**config.mk**
```make
export PLATFORM = sky130hd
export DESIGN_NAME = key_value_lexer_unit
export DESIGN_NICKNAME = d
export VERILOG_FILES = /design/src/rtl/kvl_pkg.sv /design/src/rtl/kvl_queue.sv /design/src/rtl/kvl_front.sv /design/src/rtl/kvl_back.sv /design/src/rtl/key_value_lexer_unit.sv
export VERILOG_INCLUDE_DIRS = /design/src /design/src/rtl
export SDC_FILE = /design/constraint.sdc
export NUM_CORES = 1
export LEC_CHECK = 0
export BUFFER_PORTS_ARGS = -buffer_cell sky130_fd_sc_hd__buf_4
export CELL_PAD_IN_SITES_DETAIL_PLACEMENT = 0
export CELL_PAD_IN_SITES_GLOBAL_PLACEMENT = 1
export CORE_MARGIN = 5
export CORE_UTILIZATION = 54
export CTS_CLUSTER_DIAMETER = 100
export DETAILED_ROUTE_END_ITERATION = 8
export GPL_TIMING_DRIVEN = 0
export PLACE_DENSITY = 0.9
export SLEW_MARGIN = 20
export SYNTH_ARGS = -nofsm -noshare
export SYNTH_HDL_FRONTEND = slang
export SYNTH_SLANG_ARGS = --single-unit
```
**constraint.sdc**
```tcl
create_clock -name clk -period 18.5 [get_ports clk]
set_input_delay 0.925 -clock clk [delete_from_list [all_inputs] [get_ports clk]]
set_output_delay 0.925 -clock clk [all_outputs]
set_load 0.02 [all_outputs]
```
**src/rtl/key_value_lexer_unit_assert.svh**
```systemverilog
// Assertion macros shared by the lexer RTL files.
`ifndef KEY_VALUE_LEXER_UNIT_ASSERT_SVH
`define KEY_VALUE_LEXER_UNIT_ASSERT_SVH

`ifndef SYNTH

// Property that must hold at every clock edge outside reset.
`define KVL_ASSERT(lbl, clk, rst_n, prop, msg) \
	lbl: assert property (@(posedge clk) disable iff (!rst_n) prop) else $error(msg);

// Condition that must never be true outside reset.
`define KVL_NEVER(lbl, clk, rst_n, expr, msg) \
	lbl: assert property (@(posedge clk) disable iff (!rst_n) !(expr)) else $error(msg);

`else

`define KVL_ASSERT(lbl, clk, rst_n, prop, msg)
`define KVL_NEVER(lbl, clk, rst_n, expr, msg)

`endif

`endif

```
**src/rtl/kvl_pkg.sv**
```systemverilog
// Types, constants and helpers shared by the key/value lexer modules.
package kvl_pkg;

	localparam int COUNT_BITS_DEF = 24;
	localparam int FIELD_W = 24;
	localparam int QUEUE_DEPTH = 4;
	localparam int CFG_W = 8;

	localparam logic [7:0] CHAR_NEWLINE = 8'h0A;
	localparam logic [7:0] CHAR_UNDERSCORE = 8'h5F;

	localparam logic [CFG_W-1:0] ASSIGN_RST = 8'd61;
	localparam logic [CFG_W-1:0] DELIM_RST = 8'd59;
	localparam logic [CFG_W-1:0] COMMENT_RST = 8'd35;

	typedef enum logic [1:0] {
		REG_ASSIGN = 2'd0,
		REG_DELIM = 2'd1,
		REG_COMMENT = 2'd2
	} cfg_reg_t;

	typedef enum logic [2:0] {
		KIND_ASSIGN = 3'd0,
		KIND_DELIM = 3'd1,
		KIND_IDENT = 3'd2,
		KIND_UNKNOWN = 3'd3,
		KIND_END = 3'd4
	} token_kind_t;

	typedef enum logic [1:0] {
		MODE_NORMAL = 2'd0,
		MODE_COMMENT = 2'd1,
		MODE_IDENT = 2'd2
	} lex_mode_t;

	typedef struct packed {
		logic [7:0] in_byte;
		logic is_end;
	} kvl_in_t;

	typedef struct packed {
		token_kind_t token_kind;
		logic [FIELD_W-1:0] token_line;
		logic [FIELD_W-1:0] token_column;
		logic [FIELD_W-1:0] start_offset;
		logic [FIELD_W-1:0] token_length;
		logic last;
	} kvl_out_t;

	typedef struct packed {
		token_kind_t kind;
		logic [FIELD_W-1:0] line;
		logic [FIELD_W-1:0] column;
		logic [FIELD_W-1:0] offset;
		logic [FIELD_W-1:0] length;
	} kvl_tok_t;

	// One queued request: tok_b is always present, tok_a only when two is set.
	typedef struct packed {
		logic two;
		kvl_tok_t tok_a;
		kvl_tok_t tok_b;
	} kvl_entry_t;

	typedef struct packed {
		logic we;
		cfg_reg_t index;
		logic [CFG_W-1:0] data;
	} kvl_cfg_wr_t;

	function automatic logic [FIELD_W-1:0] to_field(logic [31:0] v);
		return v[FIELD_W-1:0];
	endfunction

endpackage

```
**src/rtl/kvl_queue.sv**
```systemverilog
// Short token queue between the lexer front end and the output stage.
`include "key_value_lexer_unit_assert.svh"

module kvl_queue (
	input logic clk,
	input logic arst_n,
	input logic push,
	input kvl_pkg::kvl_entry_t push_data,
	output logic full,
	input logic pop,
	output kvl_pkg::kvl_entry_t pop_data,
	output logic empty
);

	localparam int DEPTH = kvl_pkg::QUEUE_DEPTH;
	localparam int PTR_W = (DEPTH > 1) ? $clog2(DEPTH) : 1;
	localparam int CNT_W = $clog2(DEPTH + 1);

	kvl_pkg::kvl_entry_t mem_q [DEPTH];
	logic [PTR_W-1:0] wr_ptr_q;
	logic [PTR_W-1:0] rd_ptr_q;
	logic [CNT_W-1:0] count_q;
	logic do_push;
	logic do_pop;

	assign full = (count_q == CNT_W'(DEPTH));
	assign empty = (count_q == '0);
	assign do_push = push && !full;
	assign do_pop = pop && !empty;
	assign pop_data = mem_q[rd_ptr_q];

	always_ff @(posedge clk or negedge arst_n) begin
		if (!arst_n) begin
			wr_ptr_q <= '0;
			rd_ptr_q <= '0;
			count_q <= '0;
		end else begin
			if (do_push) begin
				wr_ptr_q <= (wr_ptr_q == PTR_W'(DEPTH - 1)) ? '0 : wr_ptr_q + 1'b1;
			end
			if (do_pop) begin
				rd_ptr_q <= (rd_ptr_q == PTR_W'(DEPTH - 1)) ? '0 : rd_ptr_q + 1'b1;
			end
			if (do_push && !do_pop) begin
				count_q <= count_q + 1'b1;
			end else if (do_pop && !do_push) begin
				count_q <= count_q - 1'b1;
			end
		end
	end

	always_ff @(posedge clk) begin
		if (do_push) begin
			mem_q[wr_ptr_q] <= push_data;
		end
	end

	`KVL_NEVER(a_queue_no_overflow, clk, arst_n, push && full, "push into a full token queue")
	`KVL_NEVER(a_queue_no_underflow, clk, arst_n, pop && empty, "pop from an empty token queue")

endmodule

```
**src/rtl/kvl_front.sv**
```systemverilog
// Lexer front end: classifies bytes, tracks position and mode, queues tokens.
`include "key_value_lexer_unit_assert.svh"

module kvl_front #(
	parameter int COUNT_BITS = kvl_pkg::COUNT_BITS_DEF
) (
	input logic clk,
	input logic arst_n,
	input kvl_pkg::kvl_cfg_wr_t cfg,
	input logic in_valid,
	output logic in_stall,
	input kvl_pkg::kvl_in_t in_data,
	output logic push,
	output kvl_pkg::kvl_entry_t push_data,
	input logic full
);

	logic [kvl_pkg::CFG_W-1:0] assign_char_q;
	logic [kvl_pkg::CFG_W-1:0] delim_char_q;
	logic [kvl_pkg::CFG_W-1:0] comment_char_q;

	kvl_pkg::lex_mode_t mode_q;
	kvl_pkg::lex_mode_t mode_d;
	kvl_pkg::lex_mode_t nb_mode;
	logic [COUNT_BITS-1:0] line_q;
	logic [COUNT_BITS-1:0] col_q;
	logic [COUNT_BITS-1:0] off_q;
	logic [COUNT_BITS-1:0] id_line_q;
	logic [COUNT_BITS-1:0] id_col_q;
	logic [COUNT_BITS-1:0] id_off_q;
	logic [COUNT_BITS-1:0] line_n;
	logic [COUNT_BITS-1:0] col_n;
	logic [COUNT_BITS-1:0] off_n;
	logic [COUNT_BITS-1:0] id_len;

	logic accept;
	logic end_i;
	logic [7:0] b;
	logic nl;
	logic is_ws;
	logic is_letter;
	logic is_digit;
	logic ident_c;
	logic cls_ws;
	logic cls_asg;
	logic cls_del;
	logic cls_com;
	logic cls_id;
	logic cls_unk;
	logic flush;
	logic run_nb;
	logic sec_v;
	logic capture;
	kvl_pkg::kvl_tok_t flush_tok;
	kvl_pkg::kvl_tok_t sec_tok;

	assign in_stall = full;
	assign accept = in_valid && !full;
	assign end_i = in_data.is_end;
	assign b = in_data.in_byte;

	// Byte classes, checked in priority order: whitespace, assign, delimiter, comment, letter or underscore.
	assign nl = (b == kvl_pkg::CHAR_NEWLINE);
	assign is_ws = (b == 8'd32) || ((b >= 8'd9) && (b <= 8'd13));
	assign is_letter = ((b >= 8'd65) && (b <= 8'd90)) || ((b >= 8'd97) && (b <= 8'd122));
	assign is_digit = (b >= 8'd48) && (b <= 8'd57);
	assign ident_c = is_letter || is_digit || (b == kvl_pkg::CHAR_UNDERSCORE);
	assign cls_ws = is_ws;
	assign cls_asg = !cls_ws && (b == assign_char_q);
	assign cls_del = !cls_ws && !cls_asg && (b == delim_char_q);
	assign cls_com = !cls_ws && !cls_asg && !cls_del && (b == comment_char_q);
	assign cls_id = !cls_ws && !cls_asg && !cls_del && !cls_com
		&& (is_letter || (b == kvl_pkg::CHAR_UNDERSCORE));
	assign cls_unk = !cls_ws && !cls_asg && !cls_del && !cls_com && !cls_id;

	assign nb_mode = cls_com ? kvl_pkg::MODE_COMMENT
		: (cls_id ? kvl_pkg::MODE_IDENT : kvl_pkg::MODE_NORMAL);

	// Position after this byte is consumed; all counters saturate.
	assign off_n = (&off_q) ? off_q : off_q + 1'b1;
	assign line_n = nl ? ((&line_q) ? line_q : line_q + 1'b1) : line_q;
	assign col_n = nl ? COUNT_BITS'(1) : ((&col_q) ? col_q : col_q + 1'b1);
	assign id_len = (off_q >= id_off_q) ? off_q - id_off_q : '0;

	always_comb begin
		mode_d = mode_q;
		if (end_i) begin
			mode_d = kvl_pkg::MODE_NORMAL;
		end else begin
			case (mode_q)
				kvl_pkg::MODE_COMMENT: begin
					if (nl) begin
						mode_d = kvl_pkg::MODE_NORMAL;
					end
				end
				kvl_pkg::MODE_IDENT: begin
					if (!ident_c) begin
						mode_d = nb_mode;
					end
				end
				default: begin
					mode_d = nb_mode;
				end
			endcase
		end
	end

	always_comb begin
		flush = 1'b0;
		run_nb = 1'b0;
		if (end_i) begin
			flush = (mode_q == kvl_pkg::MODE_IDENT);
		end else begin
			case (mode_q)
				kvl_pkg::MODE_COMMENT: begin
					run_nb = 1'b0;
				end
				kvl_pkg::MODE_IDENT: begin
					flush = !ident_c;
					run_nb = !ident_c;
				end
				default: begin
					run_nb = 1'b1;
				end
			endcase
		end
	end

	assign sec_v = end_i || (run_nb && (cls_asg || cls_del || cls_unk));
	assign capture = run_nb && cls_id;

	always_comb begin
		flush_tok.kind = kvl_pkg::KIND_IDENT;
		flush_tok.line = kvl_pkg::to_field(32'(id_line_q));
		flush_tok.column = kvl_pkg::to_field(32'(id_col_q));
		flush_tok.offset = kvl_pkg::to_field(32'(id_off_q));
		flush_tok.length = kvl_pkg::to_field(32'(id_len));

		// Single-byte tokens report the position after their own byte.
		if (end_i) begin
			sec_tok.kind = kvl_pkg::KIND_END;
			sec_tok.line = kvl_pkg::to_field(32'(line_q));
			sec_tok.column = kvl_pkg::to_field(32'(col_q));
		end else begin
			sec_tok.kind = cls_asg ? kvl_pkg::KIND_ASSIGN
				: (cls_del ? kvl_pkg::KIND_DELIM : kvl_pkg::KIND_UNKNOWN);
			sec_tok.line = kvl_pkg::to_field(32'(line_n));
			sec_tok.column = kvl_pkg::to_field(32'(col_n));
		end
		sec_tok.offset = '0;
		sec_tok.length = '0;

		push_data.two = flush && sec_v;
		push_data.tok_a = flush_tok;
		push_data.tok_b = (flush && !sec_v) ? flush_tok : sec_tok;
	end

	assign push = accept && (flush || sec_v);

	always_ff @(posedge clk or negedge arst_n) begin
		if (!arst_n) begin
			assign_char_q <= kvl_pkg::ASSIGN_RST;
			delim_char_q <= kvl_pkg::DELIM_RST;
			comment_char_q <= kvl_pkg::COMMENT_RST;
		end else if (cfg.we) begin
			case (cfg.index)
				kvl_pkg::REG_ASSIGN: assign_char_q <= cfg.data;
				kvl_pkg::REG_DELIM: delim_char_q <= cfg.data;
				kvl_pkg::REG_COMMENT: comment_char_q <= cfg.data;
				default: ;
			endcase
		end
	end

	always_ff @(posedge clk or negedge arst_n) begin
		if (!arst_n) begin
			mode_q <= kvl_pkg::MODE_NORMAL;
			line_q <= COUNT_BITS'(1);
			col_q <= COUNT_BITS'(1);
			off_q <= '0;
			id_line_q <= '0;
			id_col_q <= '0;
			id_off_q <= '0;
		end else if (accept) begin
			mode_q <= mode_d;
			if (!end_i) begin
				line_q <= line_n;
				col_q <= col_n;
				off_q <= off_n;
			end
			if (capture) begin
				id_line_q <= line_q;
				id_col_q <= col_q;
				id_off_q <= off_q;
			end
		end
	end

	`KVL_ASSERT(a_front_pos_nonzero, clk, arst_n, (line_q != '0) && (col_q != '0), "line or column reached zero")
	`KVL_ASSERT(a_front_ident_order, clk, arst_n, (mode_q == kvl_pkg::MODE_IDENT) |-> (id_off_q <= off_q), "identifier start lies past the current offset")

endmodule

```
**src/rtl/kvl_back.sv**
```systemverilog
// Lexer back end: output register that delivers one or two tokens per queued request.
`include "key_value_lexer_unit_assert.svh"

module kvl_back (
	input logic clk,
	input logic arst_n,
	input logic empty,
	input kvl_pkg::kvl_entry_t head,
	output logic pop,
	output logic out_valid,
	input logic out_stall,
	output kvl_pkg::kvl_out_t out_data
);

	kvl_pkg::kvl_entry_t stage_q;
	logic stage_v_q;
	logic sel_q;
	logic first_of_two;
	logic take;
	logic done;
	kvl_pkg::kvl_tok_t cur;

	assign first_of_two = !sel_q && stage_q.two;
	assign take = stage_v_q && !out_stall;
	assign done = take && !first_of_two;
	assign pop = (!stage_v_q || done) && !empty;

	assign cur = first_of_two ? stage_q.tok_a : stage_q.tok_b;
	assign out_valid = stage_v_q;

	always_comb begin
		out_data.token_kind = cur.kind;
		out_data.token_line = cur.line;
		out_data.token_column = cur.column;
		out_data.start_offset = cur.offset;
		out_data.token_length = cur.length;
		out_data.last = !first_of_two;
	end

	always_ff @(posedge clk or negedge arst_n) begin
		if (!arst_n) begin
			stage_v_q <= 1'b0;
			sel_q <= 1'b0;
		end else if (pop) begin
			stage_v_q <= 1'b1;
			sel_q <= 1'b0;
		end else if (done) begin
			stage_v_q <= 1'b0;
			sel_q <= 1'b0;
		end else if (take) begin
			sel_q <= 1'b1;
		end
	end

	always_ff @(posedge clk) begin
		if (pop) begin
			stage_q <= head;
		end
	end

	`KVL_ASSERT(a_back_sel_two, clk, arst_n, sel_q |-> (stage_v_q && stage_q.two), "second token selected without a pair")
	`KVL_ASSERT(a_back_pair_follows, clk, arst_n, (out_valid && !out_stall && !out_data.last) |=> (out_valid && out_data.last), "second token of a pair did not follow")

endmodule

```
**src/rtl/key_value_lexer_unit.sv**
```systemverilog
// Key/value lexer top level: configuration registers, front end, token queue and output stage.
//
// Input channel (in_valid, in_stall, in_data): one text byte or an end marker per request,
// taken at an edge where in_valid is high and in_stall is low. in_stall rises only while the
// four-entry token queue is full.
// Output channel (out_valid, out_stall, out_data): one token per request; out_data.last marks
// the final token caused by an input byte. A byte that closes an identifier and is itself a
// token gives two tokens on consecutive output requests.
// Path: a token enters the token queue when its byte is taken, then moves into the output
// register that drives out_valid. Throughput: one byte per cycle while in_stall is low and
// one token per cycle while out_stall is low; the single output register drains the queue, so
// inputs stall only while the queue is full, through a burst of tokens or a held out_stall.
// Configuration: cfg_we writes cfg_data into the register that cfg_index names (0 assign,
// 1 delimiter, 2 comment); write only while the lexer is idle.
// Reset: the queue empties, the symbol registers return to '=', ';' and '#', line and column
// return to 1 and the byte offset to 0. A stalled output token holds until it is taken.
module key_value_lexer_unit #(
	parameter int COUNT_BITS = kvl_pkg::COUNT_BITS_DEF
) (
	input logic clk,
	input logic arst_n,
	input logic cfg_we,
	input logic [1:0] cfg_index,
	input logic [kvl_pkg::CFG_W-1:0] cfg_data,
	input logic in_valid,
	output logic in_stall,
	input kvl_pkg::kvl_in_t in_data,
	output logic out_valid,
	input logic out_stall,
	output kvl_pkg::kvl_out_t out_data
);

	kvl_pkg::kvl_cfg_wr_t cfg;
	logic push;
	logic full;
	logic pop;
	logic empty;
	kvl_pkg::kvl_entry_t push_data;
	kvl_pkg::kvl_entry_t head;

	always_comb begin
		cfg.we = cfg_we;
		cfg.index = kvl_pkg::cfg_reg_t'(cfg_index);
		cfg.data = cfg_data;
	end

	kvl_front #(
		.COUNT_BITS(COUNT_BITS)
	) u_front (
		.clk(clk),
		.arst_n(arst_n),
		.cfg(cfg),
		.in_valid(in_valid),
		.in_stall(in_stall),
		.in_data(in_data),
		.push(push),
		.push_data(push_data),
		.full(full)
	);

	kvl_queue u_queue (
		.clk(clk),
		.arst_n(arst_n),
		.push(push),
		.push_data(push_data),
		.full(full),
		.pop(pop),
		.pop_data(head),
		.empty(empty)
	);

	kvl_back u_back (
		.clk(clk),
		.arst_n(arst_n),
		.empty(empty),
		.head(head),
		.pop(pop),
		.out_valid(out_valid),
		.out_stall(out_stall),
		.out_data(out_data)
	);

endmodule
```
Yosys cells after proc, flatten, opt, wreduce, memory -nomap -nowiden:

Memory sizes are Yosys's and may differ from the RTL's. A register that Yosys moved wholly into a read port is not among the register bits.
Cells that the tools add are included.

* flip-flop bits (word level): 182
* bits in writable memories: 784
* input port bits: 24
* output and inout port bits: 102
* memories: 1

* add/subtract/negate cells: 8
* $lt $le $gt $ge: 9
* equal/unequal tests: 15
* mux-type cells: 31
* bitwise gates (word level): 2
* reduce and logical (&&, ||, !) cells: 66

Memories
* u_queue.mem_q: words 4, bits a word 196, rd ports 1, clocked after memory_dff 1, write ports 1, RTL line kvl_queue.sv:19 `kvl_pkg::kvl_entry_t mem_q [DEPTH];`

Operator list (count)
* $mux W99: 2
* $mux W24: 5
* $add A24 B1 Y24 const B: 3
* $reduce_and A24 Y1: 3
* $mux W51: 1
* $logic_and A1 B1 Y1: 26
* $eq A8 B8 Y1: 3
* $ge A24 B24 Y1: 1
* $sub A24 B24 Y24: 1
* $ge A8 B7 Y1 const B: 2
* $le A8 B7 Y1 const B: 2
* $mux W2: 8
* $logic_not A1 Y1: 15
* $logic_or A1 B1 Y1: 10
* $mux W1: 10
* $reduce_and A2 Y1: 5
* $mux W3: 3
* $eq A2 B2 Y1 const B: 4
* $eq A8 B4 Y1 const B: 1
* $eq A8 B6 Y1 const B: 1
* $eq A8 B7 Y1 const B: 1
* $ge A8 B4 Y1 const B: 1
* $ge A8 B6 Y1 const B: 1
* $le A8 B4 Y1 const B: 1
* 16 further kinds: 21

Depth between registers and ports, before layout:

* depth in word-level cells: 26
* depth in mapped cells: 14
* mapped depth without buffers: 13

By module:

A second synthesis with hierarchy kept.

* cell total of the unflattened synthesis: 2806
* area, all modules: 48153.7 sq um

Modules (own cells, without submodules)
* kvl_queue: instances 1, cells each 1077, area an instance 29361.9 sq um, sequential area each 24078.1 sq um
* kvl_front: instances 1, cells each 1200, area an instance 11410.9 sq um, sequential area each 4272.8 sq um
* kvl_back: instances 1, cells each 529, area an instance 7380.8 sq um, sequential area each 6025.8 sq um

Worst setup path before layout:

OpenSTA, ideal clock, no wires.

* path kind: input to register
* start point: input in_data[7] (netlist name)
* end point: memory u_queue.mem_q[0][0] (netlist name), enable pin
* library setup time: 1033 ps
* arrival: 16277 ps
* setup slack: 1191 ps
* stages on the path: 8
* cell sequence: clkbuf_1 > xnor2_1 > nand4_1 > o22ai_1 > a21oi_1 > o21ai_0 > a21oi_1 > nor3b_1

* longest elaborated chain between the ends: 24
* elaborated cells on any way between the ends: 49
* those cells by class: order compare (8); eq/ne (5); mux (6); reduce/logical (30)

RTL lines
* from (decl): RTL line key_value_lexer_unit.sv:27 `input kvl_pkg::kvl_in_t in_data,`
* $ge A8 B4 Y1 or $le A8 B4 Y1 (tied branches): RTL line kvl_front.sv:64 `assign is_ws = (b == 8'd32) || ((b >= 8'd9) && (b <= 8'd13));`
* $logic_and A1 B1 Y1: RTL line kvl_front.sv:64
* $logic_or A1 B1 Y1: RTL line kvl_front.sv:64
* $logic_not A1 Y1
* $logic_and A1 B1 Y1: RTL line kvl_front.sv:69 `assign cls_asg = !cls_ws && (b == assign_char_q);`
* $logic_not A1 Y1
* $logic_and A1 B1 Y1
* $logic_and A1 B1 Y1: RTL line kvl_front.sv:70 `assign cls_del = !cls_ws && !cls_asg && (b == delim_char_q);`
* [... 8 more ...]
* $logic_or A1 B1 Y1: RTL line kvl_front.sv:129 `assign sec_v = end_i || (run_nb && (cls_asg || cls_del || cls_unk));`
* $logic_and A1 B1 Y1: RTL line kvl_front.sv:129
* $logic_or A1 B1 Y1: RTL line kvl_front.sv:129
* $logic_or A1 B1 Y1 (*): RTL line kvl_front.sv:158 `assign push = accept && (flush || sec_v);`
* $logic_and A1 B1 Y1 (*): RTL line kvl_front.sv:158
* $logic_and A1 B1 Y1 (*): RTL line kvl_queue.sv:28 `assign do_push = push && !full;`
* $mux W1 (*): RTL line kvl_queue.sv:53 `if (do_push) begin`
* $mux W1 (not written as such) (*): RTL line kvl_queue.sv:54 `mem_q[wr_ptr_q] <= push_data;`
* to (decl): RTL line kvl_queue.sv:19

Every way passes the cells marked *; elsewhere a longest branch is shown, timed or not.

==> metrics.md <==
| Metric | Value |
|---|---|
| Die span in y | `304.4 um` |
| Unique masters post-synth | `80` |
| # Max-Cap Violations | `0` |
| CTS clock-pin slew for the worst setup and hold paths | `0.06 ns` |
| Required time of the critical path | `17.57 ns` |
| # placed instances | `3936` |
| CTS H-tree depth | `3` |
| Dpl ws | `around 13 ns` |
| Placer Congestion | `between 0.8 and 0.9` |
| DR top layer | `met5` |
| Mapped cell area | `0.04680 mm2` |
| Vias in the first global route | `25770` |
| Gr ovfl total | `0` |
| Setup repair bufs after CTS | `0` |
| Filler instances | `5806` |
| Post-synth ARST share | `0.1544` |
| CTS root buffer | `clkbuf_16` |
| Clk pwr share | `0.245` |
| Vias per Instance | `~6` |
| Syn_area_per_cell | `roughly 18 um2` |
| Die span in x | `304.4 um` |
| Area grow syn2layout | `14.73%` |
| Final Cycle Share | `0.2699` |
| Worst-margin pin slew | `roughly 1.1 ns` |
| Ys Warns | `0` |
| Post-synth EDFFs | `between 900 and 1000` |
| Crit. End Element | `primary output` |
| P_leak | `0.01889 uW` |
| Internal power | `6032 uW` |
| IO Port Bufs | `116` |
| CTS tree | `built` |
| CTS Sinks | `about 1200` |
| Slew HR | `0.2820` |
| Final WS setup | `13.51 ns` |
| DR iter-0 viols | `2363` |
| Vias | `24880` |
| Layout Cells excl Fill | `just over 4000` |
| Peak VDD IR | `0.1062 mV` |
| Total track usage | `0.2199` |
| Top FF cell, synth | `edfxtp_1` |
| Logic pwr share | `0.308` |
| Sw Pwr | `2749 uW` |
| Antenna Nets Post-Route | `0` |
| Clk buf depth | `3` |
| DRC | `0` |
| Metal2 WL | `52.07 mm` |
| Final hold vios | `0` |
| Crit-path max FO | `10` |
| Max-slew violation count | `0` |
| Final setup fails | `0` |
| Die ar. | `a little over 0.09 mm2` |
| Total CTS buffers | `110` |
| Met1 Wirelength | `40.41 mm` |
| Drt total wl | `102.3 mm` |
| RSZ-0062 raised after global routing | `no` |
| Final critical-path required period | `4.993 ns` |
| Initial antenna violation count | `1` |
| Sequential fraction of the synthesis area | `0.7249` |
| Layout cells sized above 1 | `0.2812` |
| WP data arrival | `4.07 ns` |
| Synth Instances | `2552` |
| Final HPWL DP | `68.79 mm` |
| Wire per inst | `~25 um` |
| Initial core utilization | `0.5420` |
| Setup TNS | `0 ns` |
| Worst Hold Class | `in2async` |
| Hold_buf cts | `0` |
| Setup CP Type | `reg2out` |
| Core Region | `0.08635 mm2` |
| # rows | `108` |
| Worst Skew | `0.05078 ns` |
| Nets | `2952` |
| Highest clock rate | `0.2003 GHz` |
| Hold Slack | `0.08535 ns` |
| Clock latency on the worst-skew pair | `0.68 ns` |
| Status | `finished clean` |
| Yosys reg bits | `1159` |
| Metal3 WL | `6.777 mm` |
| Pin count of the biggest net entering global routing | `88` |
| Flop pwr share | `0.447` |
| Switching part of the total | `0.3131` |
| PostCTS Resize Cnt | `0` |
| Pre-antenna DRT Iters | `6` |
| Mapped Nets | `roughly 2600` |
| Power density over cell area | `163.5 mW/mm2` |
| CP startpoint kind | `register` |
| Ports | `between 100 and 150` |
| First-pass GRT wire length | `between 150 and 200 mm` |
-- layer usage --
metal,vias to the layer above,track usage
met5,-,0
met2,1025,0.3728
met3,202,0.03598
li1,10720,-
met4,2,0.06173
met1,12930,0.3008
-- cell usage after synthesis, types with 23 or more instances --
| cell type | n | area share |
|---|---|---|
| mux4_2 | 196 | 0.094 |
| ha_1 | 33 | 0.0088 |
| mux2_2 | 126 | 0.030 |
| buf_1 | 31 | 0.0025 |
| inv_1 | 48 | 0.0038 |
| edfxtp_1 | 980 | 0.63 |
| nand4_1 | 23 | 0.0031 |
| dfrtp_1 | 164 | 0.088 |
| nor2_1 | 131 | 0.011 |
| and3_1 | 25 | 0.0033 |
| o21ai_0 | 74 | 0.0079 |
| nand2_1 | 113 | 0.0091 |
| mux2_4 | 68 | 0.022 |
| clkbuf_1 | 72 | 0.0058 |
| nand3_1 | 34 | 0.0036 |
| a21oi_1 | 30 | 0.0032 |
| xor2_1 | 53 | 0.0099 |
| xnor2_1 | 62 | 0.012 |
-- worst max-delay path, cell delays in order (launching register included) --
cell and delay, ns:
dfrtp_1 0.39, nor2b_1 0.11, clkbuf_1 0.70, clkbuf_1 0.82, buf_1 0.66, mux2_2 0.49, buf_4 0.18
-- worst paths after layout --
| kind | start | slack (ns) | cells after the start | endpoint |
|---|---|---|---|---|
| worst max register to register | u_front.assign_char_q[4]$_DFFE_PN1P_ | 14.07 | 14 | u_queue.mem_q[1][17]$_DFFE_PP_ |
| worst max-delay path | u_back.sel_q$_DFFE_PN0P_ | 13.51 | 6 | out_data[94] |
| worst min-delay path | arst_n | 0.09 | 1 | u_front.id_col_q[13]$_DFFE_PN0P_ |
| worst min register to register | u_queue.count_q[2]$_DFFE_PN0P_ | 0.49 | 1 | u_queue.count_q[2]$_DFFE_PN0P_ |
| max in group asynchronous | arst_n | 17.66 | 2 | u_front.id_off_q[4]$_DFFE_PN0P_ |
| min in group clk | cfg_data[7] | 0.49 | 2 | u_front.comment_char_q[7]$_DFFE_PN0P_ |
-- cells by family after synthesis --
logic type	share of synthesized area
AND/OR/NAND/NOR	0.04684
XOR/XNOR	0.02152
AO/OA/AOI/OAI	0.03232
flip-flops	0.7249
multiplexers	0.1478
buffers and inverters	0.01695
adder cells (fa/ha/maj)	0.009678
-- flip-flops by register name, indices dropped and copies added (netlist names), 2 cells and up --
register                count
u_front.comment_char_q      8
u_front.id_col_q           24
u_front.off_q              24
u_front.id_off_q           24
u_front.col_q              24
u_back.stage_q            196
u_front.assign_char_q       8
u_queue.rd_ptr_q            2
u_queue.mem_q             784
u_queue.wr_ptr_q            2
u_front.id_line_q          24
u_front.mode_q              2
u_front.delim_char_q        8
u_queue.count_q             3
u_front.line_q             24
-- layout by cell type (no fill, tap or decap), types with 12 or more instances in the layout --
master	instances
a31oi_1	21
a21oi_1	30
clkbuf_16	112
dfrtp_1	164
inv_1	47
o21ai_0	74
xnor2_1	62
ha_1	33
buf_1	25
clkbuf_1	104
buf_2	12
nor3_1	21
buf_4	187
nand4_1	23
mux2_2	126
clkinv_2	22
mux2_4	68
edfxtp_1	980
o21a_1	16
buf_6	40
and3_1	25
and4_1	14
dfstp_2	15
o21ai_1	17
xor2_1	53
o31ai_1	12
nand2_1	113
nor2_1	131
clkinv_1	19
nand3_1	34
mux4_2	196
-- power by group through the flow --
| stage | clock network (uW) | logic (uW) | registers (uW) |
|---|---|---|---|
| floorplan | 0 | 1660 | 4100 |
| global route | 2290 | 2900 | 3970 |
| CTS | 2180 | 2750 | 3930 |
| detailed placement | 0 | 2720 | 3970 |
| finish | 2150 | 2710 | 3930 |
| global placement | 0 | 2510 | 4300 |
-- per-stage QoR --
step           utilization  power [uW]  instance area (um2)
2_1_floorplan            -        5754                46800
3_5_place_dp        0.5817        6693                50230
4_1_cts             0.6217        8855                53680
6_report            0.6219        8781                53700
5_1_grt             0.6218        9161                53700
3_3_place_gp        0.5688        6808                49120
-- cell type report --
| class | count | area (um2) | area share |
|---|---|---|---|
| Inverter | 48 | 187.7 | 0.003495 |
| Multi-Input combinational cell | 1220 | 12110 | 0.2255 |
| Buffer | 125 | 620.6 | 0.01156 |
| Clock inverter | 59 | 490.5 | 0.009134 |
| Clock buffer | 147 | 2964 | 0.05520 |
| Timing Repair Buffer | 229 | 1953 | 0.03637 |
| Sequential cell | 1159 | 33930 | 0.6318 |
| Antenna cell | 1 | 2.502 | 0.00004660 |
| Tap cell | 1155 | 1445 | 0.02691 |
Power figures use the tool's default switching activity.
